File: src/qhs_pkg.sv
// ----------------------------------------------------------------------------
// qhs_pkg
// Shared types, register codes and fixed-point helpers for the int8
// hard-swish pipeline.
// ----------------------------------------------------------------------------
`timescale 1ns / 1ps

package qhs_pkg;

  // configuration register indexes
  typedef enum logic [2:0] {
    REG_INPUT_OFFSET  = 3'd0,
    REG_OUTPUT_OFFSET = 3'd1,
    REG_OUT_MULT      = 3'd2,
    REG_OUT_EXP       = 3'd3,
    REG_GATE_MULT     = 3'd4,
    REG_GATE_EXP      = 3'd5
  } qhs_reg_t;

  localparam int unsigned CfgIndexW = 3;
  localparam int unsigned CfgDataW  = 15;

  // register file contents passed to every pipeline module
  typedef struct packed {
    logic signed [7:0] input_offset;
    logic signed [7:0] output_offset;
    logic [14:0]       out_mult;
    logic signed [4:0] out_exp;
    logic [14:0]       gate_mult;
    logic signed [4:0] gate_exp;
  } qhs_cfg_t;

  // clamp to int16
  function automatic logic signed [15:0] sat16(input logic signed [33:0] v);
    if (v > 34'sd32767) begin
      return 16'sh7FFF;
    end else if (v < -34'sd32768) begin
      return 16'sh8000;
    end else begin
      return v[15:0];
    end
  endfunction

  // saturating left shift, shift amount 0..15
  function automatic logic signed [15:0] sat_shl16(input logic signed [15:0] x,
                                                    input logic [3:0] s);
    logic signed [31:0] w;
    w = 32'(x) <<< s;
    return sat16(34'(w));
  endfunction

  // finish of the rounding doubling high multiply (Q15) from the raw product
  function automatic logic signed [15:0] hm_fin(input logic signed [31:0] p);
    logic signed [32:0] t;
    t = 33'(p) + 33'sd16384;
    return sat16(34'(t >>> 15));
  endfunction

  // rounding right shift, half away from zero, shift amount 0..16
  function automatic logic signed [15:0] round_shr16(input logic signed [15:0] x,
                                                      input logic [4:0] e);
    logic [16:0]        mask17;
    logic [15:0]        mask;
    logic [15:0]        rem;
    logic [16:0]        thr;
    logic signed [16:0] q;
    mask17 = (17'd1 << e) - 17'd1;
    mask   = mask17[15:0];
    rem    = x & mask;
    thr    = {2'b00, mask[15:1]} + {16'd0, x[15]};
    q      = 17'(x >>> e);
    if ({1'b0, rem} > thr) begin
      q = q + 17'sd1;
    end
    return sat16(34'(q));
  endfunction

endpackage

File: src/qhs_scale.sv
// ----------------------------------------------------------------------------
// qhs_scale
// Stages 1-2: zero point removal, widening to Q15 and the gate pre-shift.
// ----------------------------------------------------------------------------
`timescale 1ns / 1ps

module qhs_scale (
  input  logic                    clk,
  input  logic                    rst_n,
  input  qhs_pkg::qhs_cfg_t       cfg,
  input  logic                    in_vld,
  input  logic signed [7:0]       in_act,
  output logic                    out_vld,
  output logic signed [15:0]      out_hires,
  output logic signed [15:0]      out_gate
);
  import qhs_pkg::*;

  logic                vld1_r, vld2_r;
  logic signed [15:0]  hires1_r, hires2_r, gate2_r;
  logic signed [8:0]   diff;
  logic signed [15:0]  hires_nxt;
  logic signed [15:0]  gate_nxt;

  // activation minus zero point, times 128 (never saturates)
  always_comb begin
    diff      = 9'(in_act) - 9'(cfg.input_offset);
    hires_nxt = {diff[8:0], 7'd0};
  end

  // left shift by exponent-1 when the gate exponent is positive
  always_comb begin
    if (cfg.gate_exp > 5'sd0) begin
      gate_nxt = sat_shl16(hires1_r, 4'(cfg.gate_exp - 5'sd1));
    end else begin
      gate_nxt = hires1_r;
    end
  end

  // valid bits
  always_ff @(posedge clk) begin
    if (!rst_n) begin
      vld1_r <= 1'b0;
      vld2_r <= 1'b0;
    end else begin
      vld1_r <= in_vld;
      vld2_r <= vld1_r;
    end
  end

  // payload
  always_ff @(posedge clk) begin
    hires1_r <= hires_nxt;
    hires2_r <= hires1_r;
    gate2_r  <= gate_nxt;
  end

  assign out_vld   = vld2_r;
  assign out_hires = hires2_r;
  assign out_gate  = gate2_r;

endmodule

File: src/qhs_mix.sv
// ----------------------------------------------------------------------------
// qhs_mix
// Stages 3-4: output and gate multiplies, gate post-scaling and mapping
// of the gate to 0..32767.
// ----------------------------------------------------------------------------
`timescale 1ns / 1ps

module qhs_mix (
  input  logic                    clk,
  input  logic                    rst_n,
  input  qhs_pkg::qhs_cfg_t       cfg,
  input  logic                    in_vld,
  input  logic signed [15:0]      in_hires,
  input  logic signed [15:0]      in_gate,
  output logic                    out_vld,
  output logic signed [15:0]      out_pre,
  output logic [14:0]             out_gate
);
  import qhs_pkg::*;

  logic                vld3_r, vld4_r;
  logic signed [31:0]  prod_o_r, prod_g_r;
  logic signed [15:0]  pre4_r;
  logic [14:0]         gate4_r;
  logic signed [15:0]  g1, g2;
  logic [4:0]          g_rsh;

  // raw products, multipliers are non-negative
  always_ff @(posedge clk) begin
    prod_o_r <= in_hires * signed'({1'b0, cfg.out_mult});
    prod_g_r <= in_gate * signed'({1'b0, cfg.gate_mult});
  end

  // gate rounding, exponent post-scaling, then (g + 32768) / 2
  always_comb begin
    g1    = hm_fin(prod_g_r);
    g_rsh = 5'(-cfg.gate_exp);
    if (cfg.gate_exp > 5'sd0) begin
      g2 = sat_shl16(g1, 4'd1);
    end else if (cfg.gate_exp < 5'sd0) begin
      g2 = round_shr16(g1, g_rsh);
    end else begin
      g2 = g1;
    end
  end

  always_ff @(posedge clk) begin
    pre4_r  <= hm_fin(prod_o_r);
    gate4_r <= {~g2[15], g2[14:1]};
  end

  // valid bits
  always_ff @(posedge clk) begin
    if (!rst_n) begin
      vld3_r <= 1'b0;
      vld4_r <= 1'b0;
    end else begin
      vld3_r <= in_vld;
      vld4_r <= vld3_r;
    end
  end

  assign out_vld  = vld4_r;
  assign out_pre  = pre4_r;
  assign out_gate = gate4_r;

endmodule

File: src/qhs_out.sv
// ----------------------------------------------------------------------------
// qhs_out
// Stages 5-7: gate times output branch, output exponent rescale, zero
// point and int8 clip.
// ----------------------------------------------------------------------------
`timescale 1ns / 1ps

module qhs_out (
  input  logic                    clk,
  input  logic                    rst_n,
  input  qhs_pkg::qhs_cfg_t       cfg,
  input  logic                    in_vld,
  input  logic signed [15:0]      in_pre,
  input  logic [14:0]             in_gate,
  output logic                    out_vld,
  output logic signed [7:0]       out_act
);
  import qhs_pkg::*;

  logic                vld5_r, vld6_r, vld7_r;
  logic signed [31:0]  prod_f_r;
  logic signed [15:0]  fin6_r;
  logic signed [7:0]   act7_r;
  logic signed [15:0]  f1, fin_nxt;
  logic [4:0]          o_rsh;
  logic signed [16:0]  sum;
  logic signed [7:0]   act_nxt;

  // final product
  always_ff @(posedge clk) begin
    prod_f_r <= signed'({1'b0, in_gate}) * in_pre;
  end

  // round, then output exponent
  always_comb begin
    f1    = hm_fin(prod_f_r);
    o_rsh = 5'(-cfg.out_exp);
    if (cfg.out_exp < 5'sd0) begin
      fin_nxt = round_shr16(f1, o_rsh);
    end else begin
      fin_nxt = sat_shl16(f1, cfg.out_exp[3:0]);
    end
  end

  // zero point and int8 clip
  always_comb begin
    sum = 17'(fin6_r) + 17'(cfg.output_offset);
    if (sum > 17'sd127) begin
      act_nxt = 8'sd127;
    end else if (sum < -17'sd128) begin
      act_nxt = -8'sd128;
    end else begin
      act_nxt = sum[7:0];
    end
  end

  always_ff @(posedge clk) begin
    fin6_r <= fin_nxt;
    act7_r <= act_nxt;
  end

  // valid bits
  always_ff @(posedge clk) begin
    if (!rst_n) begin
      vld5_r <= 1'b0;
      vld6_r <= 1'b0;
      vld7_r <= 1'b0;
    end else begin
      vld5_r <= in_vld;
      vld6_r <= vld5_r;
      vld7_r <= vld6_r;
    end
  end

  assign out_vld = vld7_r;
  assign out_act = act7_r;

endmodule

File: src/quantized_hardswish_int8.sv
// ----------------------------------------------------------------------------
// quantized_hardswish_int8
// Int8 hard-swish activation: seven-stage pipeline with a register file
// for zero points, multipliers and exponents.
// ----------------------------------------------------------------------------
//  channel  | ports                                  | handshake
//  ---------+----------------------------------------+-----------------------
//  input    | start, busy, in_act_in                 | start && !busy
//  result   | out_valid, out_act_out                 | one-cycle strobe
//  config   | cfg_valid, cfg_ready, cfg_index, _data | cfg_valid && cfg_ready
//
//  one item per cycle; each taken item passes through 7 register stages:
//  widening, gate pre-shift, two multiply ranks each followed by a
//  rounding/rescale stage, and the final int8 clip.
//  busy is never raised and the receiver cannot stall, so valid bits simply
//  shift along with the data.
//  synchronous active-low reset clears the valid bits and the register file
//  to 0; data registers are not reset.
// ----------------------------------------------------------------------------
`timescale 1ns / 1ps

module quantized_hardswish_int8 (
  input  logic                           clk,
  input  logic                           rst_n,
  input  logic                           start,
  output logic                           busy,
  input  logic signed [7:0]              in_act_in,
  output logic                           out_valid,
  output logic signed [7:0]              out_act_out,
  input  logic                           cfg_valid,
  output logic                           cfg_ready,
  input  logic [qhs_pkg::CfgIndexW-1:0]  cfg_index,
  input  logic [qhs_pkg::CfgDataW-1:0]   cfg_data
);
  import qhs_pkg::*;

  qhs_cfg_t            cfg_r;
  logic                accept;
  logic                s2_vld, s4_vld;
  logic signed [15:0]  s2_hires, s2_gate;
  logic signed [15:0]  s4_pre;
  logic [14:0]         s4_gate;

  // pipeline never holds off an item or a config write
  assign busy      = 1'b0;
  assign cfg_ready = 1'b1;
  assign accept    = start & ~busy;

  // register file
  always_ff @(posedge clk) begin
    if (!rst_n) begin
      cfg_r <= '0;
    end else if (cfg_valid && cfg_ready) begin
      unique case (cfg_index)
        REG_INPUT_OFFSET:  cfg_r.input_offset  <= cfg_data[7:0];
        REG_OUTPUT_OFFSET: cfg_r.output_offset <= cfg_data[7:0];
        REG_OUT_MULT:      cfg_r.out_mult      <= cfg_data[14:0];
        REG_OUT_EXP:       cfg_r.out_exp       <= cfg_data[4:0];
        REG_GATE_MULT:     cfg_r.gate_mult     <= cfg_data[14:0];
        REG_GATE_EXP:      cfg_r.gate_exp      <= cfg_data[4:0];
        default: begin
        end
      endcase
    end
  end

  // stages 1-2
  qhs_scale u_scale (
    .clk       (clk),
    .rst_n     (rst_n),
    .cfg       (cfg_r),
    .in_vld    (accept),
    .in_act    (in_act_in),
    .out_vld   (s2_vld),
    .out_hires (s2_hires),
    .out_gate  (s2_gate)
  );

  // stages 3-4
  qhs_mix u_mix (
    .clk      (clk),
    .rst_n    (rst_n),
    .cfg      (cfg_r),
    .in_vld   (s2_vld),
    .in_hires (s2_hires),
    .in_gate  (s2_gate),
    .out_vld  (s4_vld),
    .out_pre  (s4_pre),
    .out_gate (s4_gate)
  );

  // stages 5-7
  qhs_out u_out (
    .clk     (clk),
    .rst_n   (rst_n),
    .cfg     (cfg_r),
    .in_vld  (s4_vld),
    .in_pre  (s4_pre),
    .in_gate (s4_gate),
    .out_vld (out_valid),
    .out_act (out_act_out)
  );

endmodule
File: config.mk
export PLATFORM = sky130hd
export DESIGN_NAME = quantized_hardswish_int8
export DESIGN_NICKNAME = d
export VERILOG_FILES = /design/src/qhs_pkg.sv /design/src/qhs_scale.sv /design/src/qhs_mix.sv /design/src/qhs_out.sv /design/src/quantized_hardswish_int8.sv
export SDC_FILE = /design/constraint.sdc
export NUM_CORES = 2
export LEC_CHECK = 0
export BUFFER_PORTS_ARGS = -buffer_cell sky130_fd_sc_hd__buf_2
export CORE_ASPECT_RATIO = 0.7
export CORE_MARGIN = 5
export CORE_UTILIZATION = 55
export CTS_BUF_LIST = sky130_fd_sc_hd__clkbuf_16
export DETAILED_ROUTE_END_ITERATION = 10
export PLACE_DENSITY = 0.83
export SKIP_CTS_REPAIR_TIMING = 1
export SLEW_MARGIN = 15
export SYNTH_ARGS = -nofsm -noshare
export SYNTH_HDL_FRONTEND = slang
export SYNTH_HIERARCHICAL = 1
export SYNTH_SLANG_ARGS = --single-unit
export TNS_END_PERCENT = 20
File: constraint.sdc
create_clock -name clk -period 7.3 [get_ports clk]
set_input_delay 1.46 -clock clk [delete_from_list [all_inputs] [get_ports clk]]
set_output_delay 1.46 -clock clk [all_outputs]
set_load 0.01 [all_outputs]
== Yosys cells after proc, flatten, opt, wreduce, memory -nomap -nowiden ==
Index checks and enable logic that the tools add are counted.
Word-level totals
  word-level logic and storage cells: 110
  output and inout port bits: 11
  bits of input ports: 30
  bits in registers: 248
Cells by class
  $mul: 3
  reductions and logical operators: 7
  muxes and demuxes: 25
  bitwise operators: 3
  equality and inequality tests: 5
  add/subtract/negate cells: 14
  shift-type cells: 6
  $lt $le $gt $ge: 23
Operator list (number)
  two-way mux 16 bit: 19
  adder 32 x 16 -> 33 bit, second input constant: 3
  two-way mux 17 bit: 5
  greater-than comparator 32 x 16 -> 1 bit, second input constant: 2
  less-than comparator 32 x 16 -> 1 bit, second input constant: 2
  multiplier 16 x 16 -> 32 bit: 2
  <<< shifter 16 x 4 -> 32 bit: 2
  greater-than comparator 18 x 16 -> 1 bit, second input constant: 3
  less-than comparator 18 x 16 -> 1 bit, second input constant: 3
  greater-than comparator 17 x 16 -> 1 bit, second input constant: 3
  less-than comparator 17 x 16 -> 1 bit, second input constant: 3
  adder 17 x 2 -> 17 bit, second input constant: 2
  greater-than comparator 16 x 17 -> 1 bit: 2
  >>> shifter 16 x 5 -> 17 bit: 2
  adder 15 x 1 -> 16 bit: 2
  AND 16 bit: 2
  left shift 1 x 5 -> 16 bit, first input constant: 2
  subtractor 16 x 1 -> 16 bit, second input constant: 2
  multiplier 9 x 16 -> 25 bit: 1
  adder 16 x 8 -> 17 bit: 1
  greater-than comparator 17 x 8 -> 1 bit, second input constant: 1
  less-than comparator 17 x 8 -> 1 bit, second input constant: 1
  AND reduction 2 bit: 6
  less-than comparator 5 x 1 -> 1 bit, second input constant: 2
  other kinds (10): 13

== Longest topological paths before layout ==
  word-level depth: 15
  gate-level depth with buffers: 38
  gate-level depth less buffers: 31

== Cells and area by module ==
The synthesis kept the hierarchy.
Modules (own cells, without submodules)
  qhs_mix: instances 1, seq. area each 1381.3 µm², cells each 2777, area an instance 23910.4 µm²
  qhs_out: instances 1, seq. area each 900.9 µm², cells each 1897, area an instance 15084.5 µm²
  quantized_hardswish_int8: instances 1, seq. area each 1121.1 µm², cells each 207, area an instance 2099.5 µm²
  qhs_scale: instances 1, seq. area each 600.6 µm², cells each 210, area an instance 2045.7 µm²

== Worst setup path before layout ==
Ideal clock, no wire load.
  path type: reg-to-reg
  from: register cfg_r[20] (netlist name)
  to: register u_out.fin6_r[14]
  data required time: 7178 ps
  path buffers: 6
  path slack: -234 ps
  library setup time: 122 ps
  clock period less this slack: 7534 ps
  arrival: 7412 ps
  cell stages (with the launch flop): 35
  cells stage by stage: dfxtp_1 clkbuf_1 inv_1 clkbuf_1 clkbuf_1 ha_1 buf_1 xnor2_1 o31a_1 nor2_1 clkbuf_1 nand2_1 ha_1 clkbuf_1 nor3_1 a21oi_1 o21a_1 nor4b_1 nor2b_1 nor2b_1 and2_1 and3_1 nand2_1 xnor2_1 ha_1 nand4_1 or2_2 or4_1 o211a_1 and2_1 o311ai_0 nor4_2 and2_1 nand3b_1 a311o_1
On the way
  cells in the longest elaborated chain, start to end: 11
  elaborated cells on any way between the ends: 21
  classes of those cells: add/sub (4); order compare (6); shift (3); mux (7); bitwise (1)
RTL lines
  from (decl): line quantized_hardswish_int8.sv:37  | qhs_cfg_t cfg_r;
  negation 5 bit: line qhs_out.sv:37  | o_rsh = 5'(-cfg.out_exp);
  left shift 1 x 5 -> 16 bit: line qhs_pkg.sv:67  | mask17 = (17'd1 << e) - 17'd1;
  subtractor 16 x 1 -> 16 bit: line qhs_pkg.sv:67
  adder 15 x 1 -> 16 bit / AND 16 bit (equally long branches): line qhs_pkg.sv:70, qhs_pkg.sv:69
  greater-than comparator 16 x 17 -> 1 bit: line qhs_pkg.sv:72  | if ({1'b0, rem} > thr) begin
  two-way mux 17 bit: line qhs_pkg.sv:72
  two-way mux 17 bit: line qhs_out.sv:38  | if (cfg.out_exp < 5'sd0) begin
  less-than comparator 17 x 16 -> 1 bit: line qhs_pkg.sv:37  | end else if (v < -34'sd32768) begin
  two-way mux 16 bit: line qhs_pkg.sv:37
  two-way mux 16 bit: line qhs_pkg.sv:35  | if (v > 34'sd32767) begin
  two-way mux 16 bit *: line qhs_out.sv:38
  via u_out.fin_nxt[14]: line qhs_out.sv:24  | logic signed [15:0] f1, fin_nxt;
  to (signal assigned): line qhs_out.sv:58  | fin6_r <= fin_nxt;
  to (decl): line qhs_out.sv:22  | logic signed [15:0] fin6_r;
Mark *: on every way through the listed nets, which the timed path passes. The rest lies on a longest branch. The select of a mux whose other input is x is not followed.
A chain may end at the register's enable or synchronous reset.

== Final worst setup path ==
  from: register cfg_r[30] (netlist name)
  to: register u_mix.prod_o_r[31]
On the way
  cells in the longest elaborated chain, start to end: 1
RTL lines
  multiplier 9 x 16 -> 25 bit: line qhs_mix.sv:30  | prod_o_r <= in_hires * signed'({1'b0, cfg.out_mult});
  to (signal assigned): line qhs_mix.sv:30
  to (decl): line qhs_mix.sv:22  | logic signed [31:0] prod_o_r, prod_g_r;
No other way between the ends.

==> summary.md <==
| Metric | Value |
|---|---|
| Status | complete, no violations |
| Adder-cell share of the synthesized area | 41.5% |
| Clock transition at the registers of the reported paths | approximately 0.10 ns |
| MaxCap Viol Count | 0 |
| Clock sink count | 200 |
| Layout cell share with drive strength beyond 1 | roughly 6% |
| Critical-path top delay cell | a2111oi_1 |
| Top cells by count, synth | inv_1 (818), fa_1 (671), nand2_1 (641) |
| DR pass1 iterations | 8 |
| Number of rows in the core area | between 80 and 90 |
| Area of the mapped netlist | 0.0431 mm2 |
| Number of pins with negative max-slew slack in the final report | 0 |
| Proportion of synthesized flip-flops having asynchronous set or reset | 0% |
| Leakage power total | between 20 and 25 nW |
| Die outline height | ~240 um |
| Fraction of synthesized area in multiplexers | under 10% |
| Endpoint required time on the critical path | ~7.7 ns |
| Nets | 6,063 |
| Final total negative setup slack | 0 ns |
| Design area | roughly 0.045 mm2 |
| Power per cell area | between 200 and 250 mW/mm2 |
| Pin count of the biggest net entering global routing | 68 |
| Effective utilization at floorplan | a little under three fifths |
| Number of antenna violations at the first check in global routing | 6 |
| Peak supply drop | ~0.52 mV |
| Data arrival time of the worst path | between 7 and 8 ns |
| Yosys warning total | 6 |
| Complex-gate fraction of the synthesized area | between 10% and 20% |
| Dominant cells by area after synthesis | fa_1 (31%), ha_1 (10%), dfxtp_1 (9.3%) |
| Number of synthesized register bits | 200 |
| Quantity of I/O buffers inserted on ports | 38 |
| Worst-Skew Late Latency | roughly 0.50 ns |
| Setup slack of the worst register-to-register path | between 0.3 and 0.4 ns |
| Final period demand of the worst path | slightly below 7 ns |
| Setup Skew | approximately 0.024 ns |
| Area of the core | between 0.07 and 0.08 mm2 |
| Root buffer cell | clkbuf_16 |
| DR DRC count | 0 |
| Fraction of the cycle the final worst path needs | ~95% |
| Layout overhead on the synthesized area | 4.23% |
| Launching element type of the critical path | flip-flop |
| First-pass GRT wire length | roughly 200 mm |
| Distinct cells, synth | 129 |
| Count of antenna-violating nets left after detailed routing | 0 |
| Post-synth top area cell | fa_1 |
| Synthesized area divided by synthesized cell count | between 8 and 9 um2 |
| CTS tree | done |
| Detail-routed net length per standard cell | a little over 20 um |
| Vias in the first global route | between 30,000 and 40,000 |
| Sequential element share of the synthesized area | 9.28% |
| Min-delay worst type | flip-flop to flip-flop |
| CP dominant cell by count | fa_1 |
| Area fraction of the dominant cell type after synthesis | ~31% |
| Estimated wirelength of the detail-placed design | 100 mm |
| Number of buffers created by CTS | 17 |
| Flip-flop cell with the highest count after synthesis | dfxtp_1 |
| Buffer levels on the longest clock path | 2 |
| Peak Freq | 144 MHz |
| Vias per std cell | 6.03 |
| Most common cell in the netlist | inv_1 |
| Max Fanout on Critical Path | 9 |
| Slowest Stage Delay on Critical Path | 0.55 ns |
| Final hold vios | 0 |
| Placed instance area | 0.0443 mm2 |
| Post-synthesis simple-gate area fraction | about a fifth |
| Combinational family with the most area after synthesis | adder cells |
| Mapped Cells | about 5,100 |
| Total congestion overflow after global routing | 0 |
| Buf+Inv Stages, Crit Path | 4 |
| Kind of cell with the highest combined delay on the critical path | adder cells |
| 1st-iter DRT viols | about 4,300 |
| Slew headroom | between 15 and 20% |
| CP cell instances | buf_4 -> nand2_1 -> fa_1 -> inv_1 -> fa_1 -> fa_1 -> inv_1 -> fa_1 -> fa_1 -> inv_1 -> fa_1 -> ha_1 -> o2111ai_1 -> o21ai_0 -> a31oi_1 -> o21ai_1 -> a21oi_1 -> a2111oi_1 -> o21a_1 -> o21a_1 -> nor2_1 -> xnor2_1 |
| Layout fillers | just under 7,000 |
| Overall via count from detail_route | between 30,000 and 40,000 |
| Unrepaired setup endpoints after global routing | true |
| Count of H-tree levels built during CTS | 4 |
| Total die area | 0.0842 mm2 |
| Type of the worst setup path | flip-flop to flip-flop |
| Weighted congestion reported at the end of routability-driven placement | approximately 1.0 |
| Die X-Extent | 345 um |
| Worst Tran Pin Value | ~1.2 ns |
| Post-synth EDFFs | 0 |
| XOR/XNOR share of the synthesized area | 3.79% |
| Utilization of the core after routing | 58.2% |
| Count of pins on the block boundary | roughly 40 |
| Total global routing track utilization | 29.7% |
| Total wirelength of the detailed-routed design | roughly 120 mm |
| Type of element capturing the critical path | flip-flop |
| Setup-violating endpoint count in the final report | 0 |
==> final cells by class <==
cell class / instances / area, um2 / share of cell area (%)
tap: 1044 / 1310 / 2.90
clock inverter: 15 / 216 / 0.481
antenna: 3 / 7.51 / 0.0167
inverter: 824 / 3090 / 6.88
multi-input combinational: 3813 / 34900 / 77.5
timing repair buffer: 150 / 1040 / 2.32
sequential: 200 / 4010 / 8.92
clock buffer: 17 / 425 / 0.946
==> worst paths after layout <==
kind / startpoint / endpoint / depth (start not counted)
worst max register to register: cfg_r[30] / u_mix/prod_o_r[31] / 22
worst min register to register: u_scale/out_vld / u_mix/vld3_r / 1
worst max-delay path: cfg_r[30] / u_mix/prod_o_r[31] / 22
worst min-delay path: u_scale/out_vld / u_mix/vld3_r / 1
==> cell usage in the layout, fill, tap and decap left out, drive strengths merged, types with 21 or more instances in the layout <==
| cell type | count |
|---|---|
| o21a | 22 |
| a21o | 44 |
| dfxtp | 200 |
| fa | 671 |
| nor2b | 34 |
| and2 | 366 |
| or3 | 21 |
| ha | 356 |
| a221oi | 22 |
| o211ai | 28 |
| a31oi | 33 |
| nor2 | 220 |
| o22ai | 26 |
| nand2b | 36 |
| o31ai | 26 |
| buf | 150 |
| nand3 | 95 |
| nor4 | 34 |
| inv | 828 |
| xnor2 | 122 |
| nor3 | 77 |
| a21oi | 166 |
| xor2 | 64 |
| nand4 | 53 |
| o21ai | 182 |
| a211oi | 30 |
| and3 | 33 |
| mux2i | 80 |
| nand2 | 641 |
==> stage by stage <==
| step | instances | power (mW) | setup WS (ns) | hold slack [ns] |
|---|---|---|---|---|
| detailed placement | 6031 | 9.50 | 0.182 | 0.413 |
| floorplan | 5097 | 7.30 | 0.0503 | 0.372 |
| finish | 6066 | 10.8 | 0.366 | 0.428 |
| global placement | 6031 | 9.27 | 0.309 | 0.410 |
| global route | 6064 | 11.8 | -0.0535 | 0.447 |
| CTS | 6063 | 10.7 | 0.141 | 0.431 |
==> routing by layer <==
layer / GRT usage [%] / up-vias / wire (um) / share of wire (%)
met4: 7.63 / 8 / 3310 / 2.7
met1: 43.2 / 17900 / 53700 / 43
li1: - / 16500 / - / -
met2: 42.7 / 2008 / 51200 / 41
met5: 2.72 / - / 355 / 0.29
met3: 9.41 / 249 / 15700 / 13
==> power breakdown <==
| group | internal, mW | switching, mW | leakage [nW] |
|---|---|---|---|
| combinational | 3.10 | 4.71 | 18.8 |
| sequential | 1.37 | 0.591 | 1.65 |
| clock | 0.556 | 0.514 | 0.312 |
==> cells by family after synthesis <==
family          count (synthesis)
compound gates                805
xor+xnor                      186
fa+ha+maj                    1028
buf+inv                      1084
flops                         200
mux                           102
other cells                     3
simple gates                 1683
==> sequential cells by signal, summed over array words and instances, names as in the netlist, 8 cells and up <==
signal,cells
u_mix/prod_o_r,18
u_mix/out_pre,16
u_mix/out_gate,15
u_mix/prod_g_r,18
u_out/fin6_r,16
u_out/out_act,8
u_scale/out_hires,9
u_out/prod_f_r,18
u_scale/hires1_r,9
cfg_r,56
u_scale/out_gate,10
Note: power is estimated with default switching activity, not from simulation.
